--- src/rtl/core/tcs_pkg.sv ---
// ----------------------------------------------------------------------------
// Ternary census signature: shared package
// Pixel, position and signature widths, powers of three, the register map
// and the patch record handed from the window front end to the census
// datapath.
// ----------------------------------------------------------------------------
package tcs_pkg;

    localparam int PIX_W  = 8;   // grey pixel
    localparam int POS_W  = 10;  // centre column / row on the result
    localparam int SIG_W  = 26;  // base-3 signature
    localparam int NB_NUM = 16;  // neighbours per centre
    localparam int GRP_W  = 7;   // four base-3 digits, below 81

    // powers of three used to join the four digit groups
    localparam logic [SIG_W-1:0] POW3_4  = 26'd81;
    localparam logic [SIG_W-1:0] POW3_8  = 26'd6561;
    localparam logic [SIG_W-1:0] POW3_12 = 26'd531441;
    localparam logic [SIG_W-1:0] POW3_16 = 26'd43046721;

    // register map, word index (byte address 4 * index)
    typedef enum logic [2:0] {
        REG_EPSILON    = 3'd0,
        REG_LINE_WIDTH = 3'd1,
        REG_ROI_LEFT   = 3'd2,
        REG_ROI_RIGHT  = 3'd3,
        REG_ROI_TOP    = 3'd4,
        REG_ROI_BOTTOM = 3'd5
    } cfg_reg_t;

    // centre pixel, its 16 neighbours (census order) and its position
    typedef struct packed {
        logic [POS_W-1:0]               cr;
        logic [POS_W-1:0]               cc;
        logic [NB_NUM-1:0][PIX_W-1:0]   nb;
        logic [PIX_W-1:0]               centre;
    } patch_t;

endpackage

--- src/rtl/core/tcs_census.sv ---
// ----------------------------------------------------------------------------
// Ternary census signature: census datapath
// Thresholds, 16 ternary digits and the corner test in one stage, the
// base-3 join in the result register.
// ----------------------------------------------------------------------------
module tcs_census (
    input  logic                      aclk,
    input  logic                      aresetn,
    input  logic [7:0]                epsilon,
    // patches in
    input  logic                      in_valid,
    output logic                      in_ready,
    input  tcs_pkg::patch_t           in_data,
    // results out
    output logic                      out_valid,
    input  logic                      out_ready,
    output logic [tcs_pkg::SIG_W-1:0] out_sig,
    output logic [tcs_pkg::POS_W-1:0] out_cc,
    output logic [tcs_pkg::POS_W-1:0] out_cr
);

    localparam int PW   = tcs_pkg::PIX_W;
    localparam int GW   = tcs_pkg::GRP_W;
    localparam int SW   = tcs_pkg::SIG_W;
    localparam int POSW = tcs_pkg::POS_W;

    // digit codes
    localparam logic [1:0] DIG_SAME  = 2'd0;
    localparam logic [1:0] DIG_ABOVE = 2'd1;
    localparam logic [1:0] DIG_BELOW = 2'd2;

    logic [PW-1:0]   lo, hi;
    logic [PW:0]     hi_sum;
    logic [1:0]      dig [tcs_pkg::NB_NUM];
    logic            corner_hit;
    logic [GW-1:0]   grp_next [4];

    logic            a_load;
    logic            a_valid_reg, a_valid_next;
    logic [GW-1:0]   grp_reg [4];
    logic [POSW-1:0] a_cc_reg, a_cr_reg;

    logic            o_load;
    logic            o_valid_reg, o_valid_next;
    logic [SW-1:0]   sig_next;
    logic [SW-1:0]   sig_reg;
    logic [POSW-1:0] o_cc_reg, o_cr_reg;

    // saturating thresholds around the centre
    assign lo     = (in_data.centre > epsilon) ? (in_data.centre - epsilon) : '0;
    assign hi_sum = {1'b0, in_data.centre} + {1'b0, epsilon};
    assign hi     = hi_sum[PW] ? {PW{1'b1}} : hi_sum[PW-1:0];

    // one digit per neighbour
    always_comb begin
        for (int k = 0; k < tcs_pkg::NB_NUM; k++) begin
            if (in_data.nb[k] > hi) begin
                dig[k] = DIG_ABOVE;
            end else if (in_data.nb[k] < lo) begin
                dig[k] = DIG_BELOW;
            end else begin
                dig[k] = DIG_SAME;
            end
        end
    end

    // outer corners are digits 0, 2, 13 and 15
    assign corner_hit = (dig[0] != DIG_SAME) || (dig[2] != DIG_SAME)
                     || (dig[13] != DIG_SAME) || (dig[15] != DIG_SAME);

    // four digits per group, least significant first
    always_comb begin
        for (int g = 0; g < 4; g++) begin
            grp_next[g] = GW'(dig[4*g])
                        + GW'(dig[4*g+1]) * GW'(3)
                        + GW'(dig[4*g+2]) * GW'(9)
                        + GW'(dig[4*g+3]) * GW'(27);
        end
    end

    // digit stage
    assign o_load   = !o_valid_reg || out_ready;
    assign a_load   = !a_valid_reg || o_load;
    assign in_ready = a_load;

    always_comb begin
        a_valid_next = a_valid_reg;
        if (a_load) begin
            a_valid_next = in_valid && corner_hit;
        end
    end

    always_ff @(posedge aclk) begin
        if (!aresetn) begin
            a_valid_reg <= 1'b0;
        end else begin
            a_valid_reg <= a_valid_next;
        end
    end

    always_ff @(posedge aclk) begin
        if (a_load && in_valid) begin
            for (int g = 0; g < 4; g++) begin
                grp_reg[g] <= grp_next[g];
            end
            a_cc_reg <= in_data.cc;
            a_cr_reg <= in_data.cr;
        end
    end

    // result register: join the groups in base 3
    assign sig_next = SW'(grp_reg[0])
                    + SW'(grp_reg[1]) * tcs_pkg::POW3_4
                    + SW'(grp_reg[2]) * tcs_pkg::POW3_8
                    + SW'(grp_reg[3]) * tcs_pkg::POW3_12;

    always_comb begin
        o_valid_next = o_valid_reg;
        if (o_load) begin
            o_valid_next = a_valid_reg;
        end
    end

    always_ff @(posedge aclk) begin
        if (!aresetn) begin
            o_valid_reg <= 1'b0;
        end else begin
            o_valid_reg <= o_valid_next;
        end
    end

    always_ff @(posedge aclk) begin
        if (o_load && a_valid_reg) begin
            sig_reg  <= sig_next;
            o_cc_reg <= a_cc_reg;
            o_cr_reg <= a_cr_reg;
        end
    end

    assign out_valid = o_valid_reg;
    assign out_sig   = sig_reg;
    assign out_cc    = o_cc_reg;
    assign out_cr    = o_cr_reg;

    // a digit word moving on always shows up as a result
    a_digit_to_result: assert property (@(posedge aclk) disable iff (!aresetn)
        (a_valid_reg && o_load) |=> o_valid_reg)
        else $error("digit word lost before the result register");

    // signature stays a 16-digit base-3 number
    a_sig_range: assert property (@(posedge aclk) disable iff (!aresetn)
        o_valid_reg |-> (sig_reg < tcs_pkg::POW3_16))
        else $error("signature out of range");

    // some outer corner was non-zero, so the code is never zero
    a_sig_nonzero: assert property (@(posedge aclk) disable iff (!aresetn)
        o_valid_reg |-> (sig_reg != '0))
        else $error("result with all outer corners similar");

endmodule

--- config.mk ---
export PLATFORM = sky130hd
export DESIGN_NAME = tcs_census
export DESIGN_NICKNAME = d
export VERILOG_FILES = /design/src/rtl/core/tcs_pkg.sv /design/src/rtl/core/tcs_census.sv
export SDC_FILE = /design/constraint.sdc
export NUM_CORES = 1
export LEC_CHECK = 0
export BUFFER_PORTS_ARGS = -buffer_cell sky130_fd_sc_hd__buf_2
export CELL_PAD_IN_SITES_DETAIL_PLACEMENT = 0
export CELL_PAD_IN_SITES_GLOBAL_PLACEMENT = 1
export CORE_ASPECT_RATIO = 1.4
export CORE_MARGIN = 4
export CORE_UTILIZATION = 47
export CTS_CLUSTER_DIAMETER = 150
export CTS_CLUSTER_SIZE = 28
export DETAILED_ROUTE_END_ITERATION = 8
export PLACE_DENSITY_LB_ADDON = 0.1
export SLEW_MARGIN = 10
export SYNTH_ARGS = -nofsm -noshare
export SYNTH_HDL_FRONTEND = slang
export SYNTH_SLANG_ARGS = --single-unit
--- constraint.sdc ---
create_clock -name aclk -period 8.36 [get_ports aclk]
set_input_delay 1.672 -clock aclk [delete_from_list [all_inputs] [get_ports aclk]]
set_output_delay 1.672 -clock aclk [all_outputs]
set_load 0.01 [all_outputs]
# After elaboration in Yosys (flattened, before gate mapping)
# Memory sizes are Yosys's and may differ from the RTL's.
# Index checks and enable logic that the tools add are counted.
[totals]
register_bits = 68
ramBits = 28
output_inout_bits = 48
elab_cells = 123
n_memories = 1
[mem_list]
columns = ["name", "words", "word_bits", "rd", "rd_ports_with_merged_regs", "wr", "line", "rtl"]
rows = [
  ["grp_reg", 4, 7, 4, 0, 4, "tcs_census.sv:40", "logic [GW-1:0] grp_reg [4];"],
]
[op_classes]
addsub = 17
n_mul = 15
order_cmp = 33
mux = 36
reduce_logical = 14
[ops]
columns = ["cell", "count"]
rows = [
  ["8-bit greater-than comparator", 17],
  ["8-bit < comparator", 16],
  ["2-bit 2-to-1 mux", 32],
  ["5-bit by 6-bit adder with 7-bit output", 4],
  ["7-bit adder", 4],
  ["2-bit by 5-bit multiplier with 7-bit output (second input constant)", 4],
  ["21-bit by 26-bit adder with 26-bit output", 1],
  ["7-bit by 20-bit multiplier with 26-bit output (second input constant)", 1],
  ["2-bit by 4-bit multiplier with 6-bit output (second input constant)", 4],
  ["15-bit by 20-bit adder with 21-bit output", 1],
  ["2-bit by 4-bit adder with 5-bit output", 4],
  ["7-bit by 13-bit multiplier with 20-bit output (second input constant)", 1],
  ["2-bit by 2-bit multiplier with 4-bit output (second input constant)", 4],
  ["8-bit 2-to-1 mux", 2],
  ["7-bit by 14-bit adder with 15-bit output", 1],
  ["7-bit by 7-bit multiplier with 14-bit output (second input constant)", 1],
  ["8-bit by 8-bit adder with 9-bit output", 1],
  ["2-bit nonzero test", 4],
  ["8-bit subtractor", 1],
  ["1-bit logical OR", 5],
  ["1-bit logical AND", 3],
  ["1-bit zero test", 2],
  ["1-bit 2-to-1 mux", 2],
]

# Depth between registers and ports, before layout
# Gate-level depths: netlist (run 1).
[logic_depth]
word_depth = 10
ltp_mapped = 29
depth_no_buf = 29

# Least setup slack after synthesis (run 1)
# Ideal clock, no wire load.
[synth_timing]
kind = "input port to flip-flop"
from = "in epsilon[0]"
to = "mem grp_reg[1][6] (netlist bit), data pin"
setup_ps = 258
arrival_time_ps = 7480
setup_slack_ps = 623
stages = 26
path_buffers = 1
path_cell_list = "ha_1 -> fa_1 -> nor2b_2 -> o211ai_2 -> a21o_2 -> buf_4 -> o21ai_0 -> a21oi_1 -> ha_1 -> nor2b_1 -> o21ai_0 -> nand2b_1 -> a211oi_1 -> nor2_1 -> a2111oi_2 -> ha_1 -> inv_1 -> fa_1 -> fa_1 -> inv_1 -> ha_1 -> a21o_1 -> a21oi_1 -> o21bai_1 -> a21oi_1 -> xnor2_1"
[synth_rtl]
columns = ["item", "line", "rtl"]
rows = [
  ["start, declared", "tcs_census.sv:9", "input logic [7:0] epsilon,"],
  ["end, declared", "tcs_census.sv:40", ""],
]

==> summary.json, run 1 <==
{
  "path_type_of_the_worst_min_delay_path": {"value": "reg2reg"},
  "top_level_ports": {"value": 216},
  "cts_hold_buffers": {"value": 0},
  "synth.cell_area": {"value": 15500, "unit": "µm²"},
  "routedWlPerCell": {"value": 17.7, "unit": "µm"},
  "finalMaxSlewViolations": {"value": 0},
  "start_util": {"value": 47.7, "unit": "%"},
  "synthSimpleGateAreaFrac": {"value": 7.94, "unit": "%"},
  "cp_capture_type": {"value": "register"},
  "ys.warnings.count": {"value": 0},
  "die_h": {"value": 223, "unit": "µm"},
  "final_layout_size_suffix_gt1_share": {"value": 15.5, "unit": "%"},
  "cts_inserted_buffers": {"value": 9},
  "groute.usage.overall": {"value": 22.4, "unit": "%"},
  "dominant_cell_by_count_in_the_synthesized_netlist": {"value": "sky130_fd_sc_hd__ha_1"},
  "synth-seq-cells": {"value": 96},
  "timing.final.crit_period": {"value": 7.68, "unit": "ns"},
  "coreArea": {"value": 32500, "unit": "µm²"},
  "synth_xor_area_share": {"value": 3.11, "unit": "%"},
  "dominantRegCellSynth": {"value": "sky130_fd_sc_hd__edfxtp_1"},
  "cts_root_buf": {"value": "sky130_fd_sc_hd__clkbuf_16"},
  "worst-slew-pin-transition": {"value": 1.12, "unit": "ns"},
  "gp_congestion": {"value": 0.936},
  "syn_avg_cell_area": {"value": 9.96, "unit": "µm²"},
  "status": {"value": "completed"},
  "grt_max_degree": {"value": 49},
  "design.final.nets": {"value": 2503},
  "max-cap-violations": {"value": 0},
  "yosysTopAreaCellShare": {"value": 34.0, "unit": "%"},
  "die_area": {"value": 36000, "unit": "µm²"},
  "cts_tree": {"value": "done"},
  "firstDrtPassIters": {"value": 4},
  "cpMostUsedCell": {"value": "sky130_fd_sc_hd__ha_1"},
  "synth_cell_types": {"value": 67},
  "achievable-frequency": {"value": 130, "unit": "MHz"},
  "detail_route.vias_per_cell": {"value": 5.30},
  "multi_input_area": {"value": 11500, "unit": "µm²"},
  "synth-edff-count": {"value": 94},
  "hold-worst-slack": {"value": 0.419, "unit": "ns"},
  "chipWidth": {"value": 162, "unit": "µm"},
  "syn_to_final_growth": {"value": 13.5, "unit": "%"},
  "crit_slowest_cell": {"value": "sky130_fd_sc_hd__fa_1"},
  "syn_inst": {"value": 1557},
  "place.detailed.hpwl": {"value": 35100, "unit": "µm"},
  "synth-compound-area-share": {"value": 13.9, "unit": "%"},
  "largest_register_ffs": {"value": 28},
  "final_sum_of_negative_setup_slack": {"value": 0, "unit": "ns"},
  "postRouteWirelength": {"value": 39900, "unit": "µm"},
  "slew_headroom": {"value": 25.2, "unit": "%"},
  "grt_overflow_total": {"value": 0},
  "min_period_over_period": {"value": 91.9, "unit": "%"},
  "worst_clock_skew": {"value": 0.00759, "unit": "ns"},
  "grt_pass1_wl": {"value": 63400, "unit": "µm"},
  "synth_seq_area_share": {"value": 18.5, "unit": "%"},
  "numClockSinks": {"value": 96},
  "io_buffer_count": {"value": 215},
  "synth_top_family_by_area": {"value": "adder cells"},
  "cts_max_path_buffers": {"value": 2},
  "grt_pass1_vias": {"value": 12300},
  "drc": {"value": 0},
  "place_ws": {"value": 0.297, "unit": "ns"},
  "synth.largest_area_cell": {"value": "sky130_fd_sc_hd__ha_1"},
  "report.final.hold_viol_count": {"value": 0},
  "rows": {"value": 78},
  "fraction_of_synthesized_area_in_multiplexers": {"value": 0.202, "unit": "%"},
  "critical_path.max_stage_delay": {"value": 0.45, "unit": "ns"},
  "post_synth_fa_ha_maj_area_fraction": {"value": 49.1, "unit": "%"},
  "core_utilization_of_the_finished_layout": {"value": 54.2, "unit": "%"},
  "yosys-top-cells-area": {"value": "sky130_fd_sc_hd__ha_1 (34%), sky130_fd_sc_hd__edfxtp_1 (18%), sky130_fd_sc_hd__fa_1 (14%)"},
  "post-route-worst-setup-slack": {"value": 0.680, "unit": "ns"},
  "final_antenna_net_count": {"value": 0},
  "clock_insertion_delay_worst_skew": {"value": 0.36, "unit": "ns"},
  "num_vias": {"value": 11900},
  "drtIter0Drc": {"value": 385},
  "setup_repair_after_global_routing_missed_its_margin": {"value": "no"},
  "cts.clk_slew.worst_paths": {"value": 0.07, "unit": "ns"},
  "crit_arrival": {"value": 7.79, "unit": "ns"},
  "postCtsResizedCells": {"value": 0},
  "htree_num_levels": {"value": 3},
  "worstSetupStartpointType": {"value": "primary input"},
  "synth_common_cells": {"value": "sky130_fd_sc_hd__ha_1 (421), sky130_fd_sc_hd__inv_1 (285), sky130_fd_sc_hd__fa_1 (112)"},
  "final-setup-viol-count": {"value": 0},
  "layout.area.seq": {"value": 2860, "unit": "µm²"},
  "crit_fanout": {"value": 13},
  "cts.repair_timing.setup_buffer_count": {"value": 0},
  "worstPathRequired": {"value": 8.48, "unit": "ns"},
  "timing.setup.critical_path_class": {"value": "in2reg"},
  "n_fill_cell": {"value": 3005},
  "postSynth.asyncResetShare": {"value": 0, "unit": "%"},
  "grt_antenna_before_repair": {"value": 3}
}
==> placed cells by master (no fill, tap or decap), types with 4 or more instances in the layout <==
cell type and n:
sky130_fd_sc_hd__o31ai_1 5, sky130_fd_sc_hd__maj3_1 8, sky130_fd_sc_hd__nand3b_1 5, sky130_fd_sc_hd__nand2_1 36
sky130_fd_sc_hd__o21ai_1 5, sky130_fd_sc_hd__inv_1 285, sky130_fd_sc_hd__edfxtp_1 94, sky130_fd_sc_hd__o2111ai_1 5
sky130_fd_sc_hd__xnor2_1 45, sky130_fd_sc_hd__a21oi_1 97, sky130_fd_sc_hd__fa_1 112, sky130_fd_sc_hd__and4_1 7
sky130_fd_sc_hd__nand2b_1 19, sky130_fd_sc_hd__o211ai_1 4, sky130_fd_sc_hd__nor3_1 14, sky130_fd_sc_hd__buf_4 26
sky130_fd_sc_hd__xor2_1 10, sky130_fd_sc_hd__nor2b_1 17, sky130_fd_sc_hd__a211oi_1 11, sky130_fd_sc_hd__a21o_1 72
sky130_fd_sc_hd__o22ai_1 9, sky130_fd_sc_hd__o21a_1 17, sky130_fd_sc_hd__nor2_1 65, sky130_fd_sc_hd__and3_1 4
sky130_fd_sc_hd__ha_1 421, sky130_fd_sc_hd__clkbuf_16 9, sky130_fd_sc_hd__nand4_1 31, sky130_fd_sc_hd__o21ai_0 47
sky130_fd_sc_hd__o21bai_1 15, sky130_fd_sc_hd__a31oi_1 8, sky130_fd_sc_hd__buf_2 215, sky130_fd_sc_hd__nand3_1 22
==> metal layers <==
layer	vias up	share of wire (%)	GRT usage, %
met2	223	54	43.9
met3	58	3.5	2.66
met1	5664	39	24.8
met4	4	3.1	7.10
met5	-	0.090	0
li1	5970	-	-
==> critical path: cells and delay by family <==
kind | cells | cell delay (ns)
and+or+nand+nor | 2 | 0.40
AOI/OAI and AO/OA | 13 | 2.87
xor gates and xnor gates | 1 | 0.10
buffers and inverters | 4 | 0.55
adders and majority gates | 7 | 2.18
==> layout make-up <==
| type | count | share of cell area [%] |
|---|---|---|
| Inverter | 286 | 6.10 |
| Timing Repair Buffer | 242 | 7.34 |
| Sequential cell | 96 | 16.3 |
| Antenna cell | 1 | 0.0142 |
| Clock inverter | 7 | 0.348 |
| Tap cell | 440 | 3.13 |
| Clock buffer | 9 | 1.28 |
| Multi-Input combinational cell | 1167 | 65.5 |
==> path summary, 6_finish.rpt <==
path	startpoint	to	slack, ns	cells past startpoint
max	epsilon[0]	grp_reg[0][6]	0.68	27
min	a_cr_reg[4]	out_cr[4]	0.42	0
max reg2reg	grp_reg[3][4]	out_sig[25]	1.55	18
min reg2reg	a_cr_reg[4]	out_cr[4]	0.42	0
==> metrics by stage <==
| step | area, µm² | instances |
|---|---|---|
| 2_1_floorplan | 15500 | 1559 |
| 3_3_place_gp | 17300 | 2231 |
| 3_5_place_dp | 17300 | 2231 |
| 4_1_cts | 17600 | 2247 |
| 5_1_grt | 17600 | 2247 |
| 6_report | 17600 | 2248 |
==> cell families after synthesis <==
kind of cell / Yosys count
AND/OR/NAND/NOR: 237
adder cells (fa/ha/maj): 543
multiplexers: 3
AO/OA/AOI/OAI: 326
other: 1
buffers and inverters: 296
flip-flops: 96
XOR/XNOR: 55
Power of run 1 is not shown: default switching activity piles up to over one toggle a cycle in this logic, so the estimate is an artifact.
==> run 2, diff against run 1 <==
- ABC_AREA: default -> 1
- CORE_UTILIZATION: 47 -> 46
==> run 2 against run 1 <==
  * Synthesized cell count increased by 13%
  * Setup slack improved by 0.38 ns
  * Core utilization decreased by 1.5 points
  * Via count increased by 6.0%
  * Fmax increased by 5.3%
==> summary.json, run 2 <==
{
  "postRouteWirelength": {"value": 40400, "unit": "µm"},
  "worst-slew-pin-transition": {"value": 1.00, "unit": "ns"},
  "timing.final.crit_period": {"value": 7.30, "unit": "ns"},
  "post_synth_fa_ha_maj_area_fraction": {"value": 47.4, "unit": "%"},
  "cts.repair_timing.setup_buffer_count": {"value": 0},
  "cts.clk_slew.worst_paths": {"value": 0.07, "unit": "ns"},
  "drc": {"value": 0},
  "critical_path.reg2reg.endpoint": {"value": "out_sig[25]"},
  "grt_overflow_total": {"value": 0},
  "place.detailed.hpwl": {"value": 35300, "unit": "µm"},
  "crit_arrival": {"value": 7.40, "unit": "ns"},
  "finalMaxSlewViolations": {"value": 0},
  "dominantRegCellSynth": {"value": "sky130_fd_sc_hd__edfxtp_1"},
  "final-setup-viol-count": {"value": 0},
  "max-cap-violations": {"value": 0},
  "cts_inserted_buffers": {"value": 9},
  "synthSimpleGateAreaFrac": {"value": 13.2, "unit": "%"},
  "cp_capture_type": {"value": "register"},
  "grt_pass1_wl": {"value": 64300, "unit": "µm"},
  "synth.largest_area_cell": {"value": "sky130_fd_sc_hd__ha_1"},
  "report.final.hold_viol_count": {"value": 0},
  "most_common_library_cell_in_the_layout_ignoring_fill_and_taps": {"value": "sky130_fd_sc_hd__ha_1"},
  "firstDrtPassIters": {"value": 6},
  "yosysTopAreaCellShare": {"value": 33.3, "unit": "%"},
  "final_antenna_net_count": {"value": 0},
  "setup_slack_of_the_most_critical_reg_to_reg_path": {"value": 1.42, "unit": "ns"},
  "dominant_cell_by_count_in_the_synthesized_netlist": {"value": "sky130_fd_sc_hd__ha_1"},
  "status": {"value": "completed"},
  "critical-path-top-delay-family": {"value": "adder cells"},
  "synth_seq_area_share": {"value": 18.1, "unit": "%"},
  "cts_hold_buffers": {"value": 0},
  "path_type_of_the_worst_min_delay_path": {"value": "reg2reg"},
  "hold_path_depth": {"value": 0},
  "grt_pass1_vias": {"value": 13000},
  "rows": {"value": 80},
  "gp_congestion": {"value": 0.879},
  "synth_xor_area_share": {"value": 2.55, "unit": "%"},
  "fraction_of_synthesized_area_in_multiplexers": {"value": 0, "unit": "%"},
  "cpMostUsedCell": {"value": "sky130_fd_sc_hd__nand2_1"},
  "worstPathRequired": {"value": 8.47, "unit": "ns"},
  "numClockSinks": {"value": 96},
  "synth.cell_area": {"value": 15800, "unit": "µm²"},
  "grt_antenna_before_repair": {"value": 12},
  "chipWidth": {"value": 165, "unit": "µm"},
  "routedWlPerCell": {"value": 16.4, "unit": "µm"},
  "top_level_ports": {"value": 216},
  "synth_common_cells": {"value": "sky130_fd_sc_hd__ha_1 (421), sky130_fd_sc_hd__inv_1 (376), sky130_fd_sc_hd__nand2_1 (231)"},
  "timing.hold.worst_endpoint": {"value": "out_cr[8]"},
  "final_layout_size_suffix_gt1_share": {"value": 15.2, "unit": "%"},
  "design.final.nets": {"value": 2710},
  "layout_common_cells": {"value": "sky130_fd_sc_hd__ha_1 (421), sky130_fd_sc_hd__inv_1 (375), sky130_fd_sc_hd__nand2_1 (231)"},
  "postLayoutCellArea": {"value": 17900, "unit": "µm²"},
  "synth-edff-count": {"value": 94},
  "placed_area": {"value": 17600, "unit": "µm²"},
  "worstSetupStartpointType": {"value": "primary input"},
  "crit_fanout": {"value": 10},
  "n_fill_cell": {"value": 3259},
  "syn_avg_cell_area": {"value": 8.97, "unit": "µm²"},
  "syn_to_final_growth": {"value": 13.3, "unit": "%"},
  "critical_path.max_stage_delay": {"value": 0.53, "unit": "ns"},
  "worst_clock_skew": {"value": 0.00856, "unit": "ns"},
  "start_util": {"value": 46.5, "unit": "%"},
  "cts_max_path_buffers": {"value": 2},
  "ys.warnings.count": {"value": 0},
  "postSynth.asyncResetShare": {"value": 0, "unit": "%"},
  "die_area": {"value": 37500, "unit": "µm²"},
  "synth-seq-cells": {"value": 96},
  "largest_register_ffs": {"value": 28},
  "holdCritStartpoint": {"value": "a_cr_reg[8]"},
  "postCtsResizedCells": {"value": 0},
  "groute.usage.overall": {"value": 22.1, "unit": "%"},
  "crit_slowest_cell": {"value": "sky130_fd_sc_hd__fa_1"},
  "detail_route.vias_per_cell": {"value": 5.12},
  "syn_inst": {"value": 1766},
  "cts_root_buf": {"value": "sky130_fd_sc_hd__clkbuf_16"},
  "synth-compound-area-share": {"value": 9.34, "unit": "%"},
  "htree_num_levels": {"value": 3},
  "io_buffer_count": {"value": 215},
  "cts_tree": {"value": "done"},
  "drtIter0Drc": {"value": 412},
  "achievable-frequency": {"value": 137, "unit": "MHz"},
  "r2r_cells": {"value": 19},
  "r2r_start": {"value": "grp_reg[3][4]"},
  "coreArea": {"value": 34000, "unit": "µm²"},
  "final_sum_of_negative_setup_slack": {"value": 0, "unit": "ns"},
  "die_h": {"value": 228, "unit": "µm"},
  "min_period_over_period": {"value": 87.3, "unit": "%"},
  "critical_path_buf_inv_count": {"value": 7},
  "clock_insertion_delay_worst_skew": {"value": 0.36, "unit": "ns"},
  "slew_headroom": {"value": 33.1, "unit": "%"},
  "yosys-top-cells-area": {"value": "sky130_fd_sc_hd__ha_1 (33%), sky130_fd_sc_hd__edfxtp_1 (18%), sky130_fd_sc_hd__fa_1 (14%)"},
  "setup_repair_after_global_routing_missed_its_margin": {"value": "no"},
  "synth_top_family_by_area": {"value": "adder cells"},
  "synth_cell_types": {"value": 56},
  "timing.setup.critical_path_class": {"value": "in2reg"},
  "num_vias": {"value": 12600},
  "grt_max_degree": {"value": 49}
}
run 2: worst max-delay path by stage:
stage                     startpoint       endpoint  cells past startpoint
final                     epsilon[2]  grp_reg[2][5]                     32
after global routing      epsilon[2]  grp_reg[2][6]                     32
after CTS                 epsilon[2]  grp_reg[2][5]                     32
after detailed placement  epsilon[2]  grp_reg[2][6]                     32
after global placement    epsilon[0]  grp_reg[2][6]                     27
after floorplan           epsilon[2]  grp_reg[1][6]                     33
run 2: area by class of cell:
| cell class | instances | area [µm²] | share of cell area [%] |
|---|---|---|---|
| Inverter | 381 | 1440 | 8.00 |
| Clock inverter | 7 | 100 | 0.558 |
| Timing Repair Buffer | 235 | 1230 | 6.84 |
| Multi-Input combinational cell | 1286 | 11500 | 64.2 |
| Tap cell | 451 | 564 | 3.15 |
| Antenna cell | 4 | 10.0 | 0.0558 |
| Sequential cell | 96 | 2860 | 16.0 |
| Clock buffer | 9 | 225 | 1.26 |
run 2: metrics by stage:
step           utilization (%)  setup WS (ns)  hold WS (ns)  instances
2_1_floorplan                -           1.21         0.400       1768
3_3_place_gp              51.7          0.792         0.401       2449
3_5_place_dp              51.7          0.681         0.405       2449
4_1_cts                   52.7           1.07         0.422       2465
5_1_grt                   52.7          0.505         0.435       2468
6_report                  52.7           1.06         0.421       2469
run 2: cells by family after synthesis:
| group | Yosys count |
|---|---|
| other cells | 1 |
| fa+ha+maj | 533 |
| xor+xnor | 44 |
| buf+inv | 386 |
| flops | 96 |
| compound gates | 243 |
| simple gates | 463 |
run 2: metal layers:
metal	vias up	share of wire, %	GRT usage [%]
met2	238	54	42.9
li1	6387	-	-
met5	-	0.25	0
met3	75	3.9	3.71
met1	5914	39	23.8
met4	16	3.1	7.30
Power of run 2 is left out for the same reason.
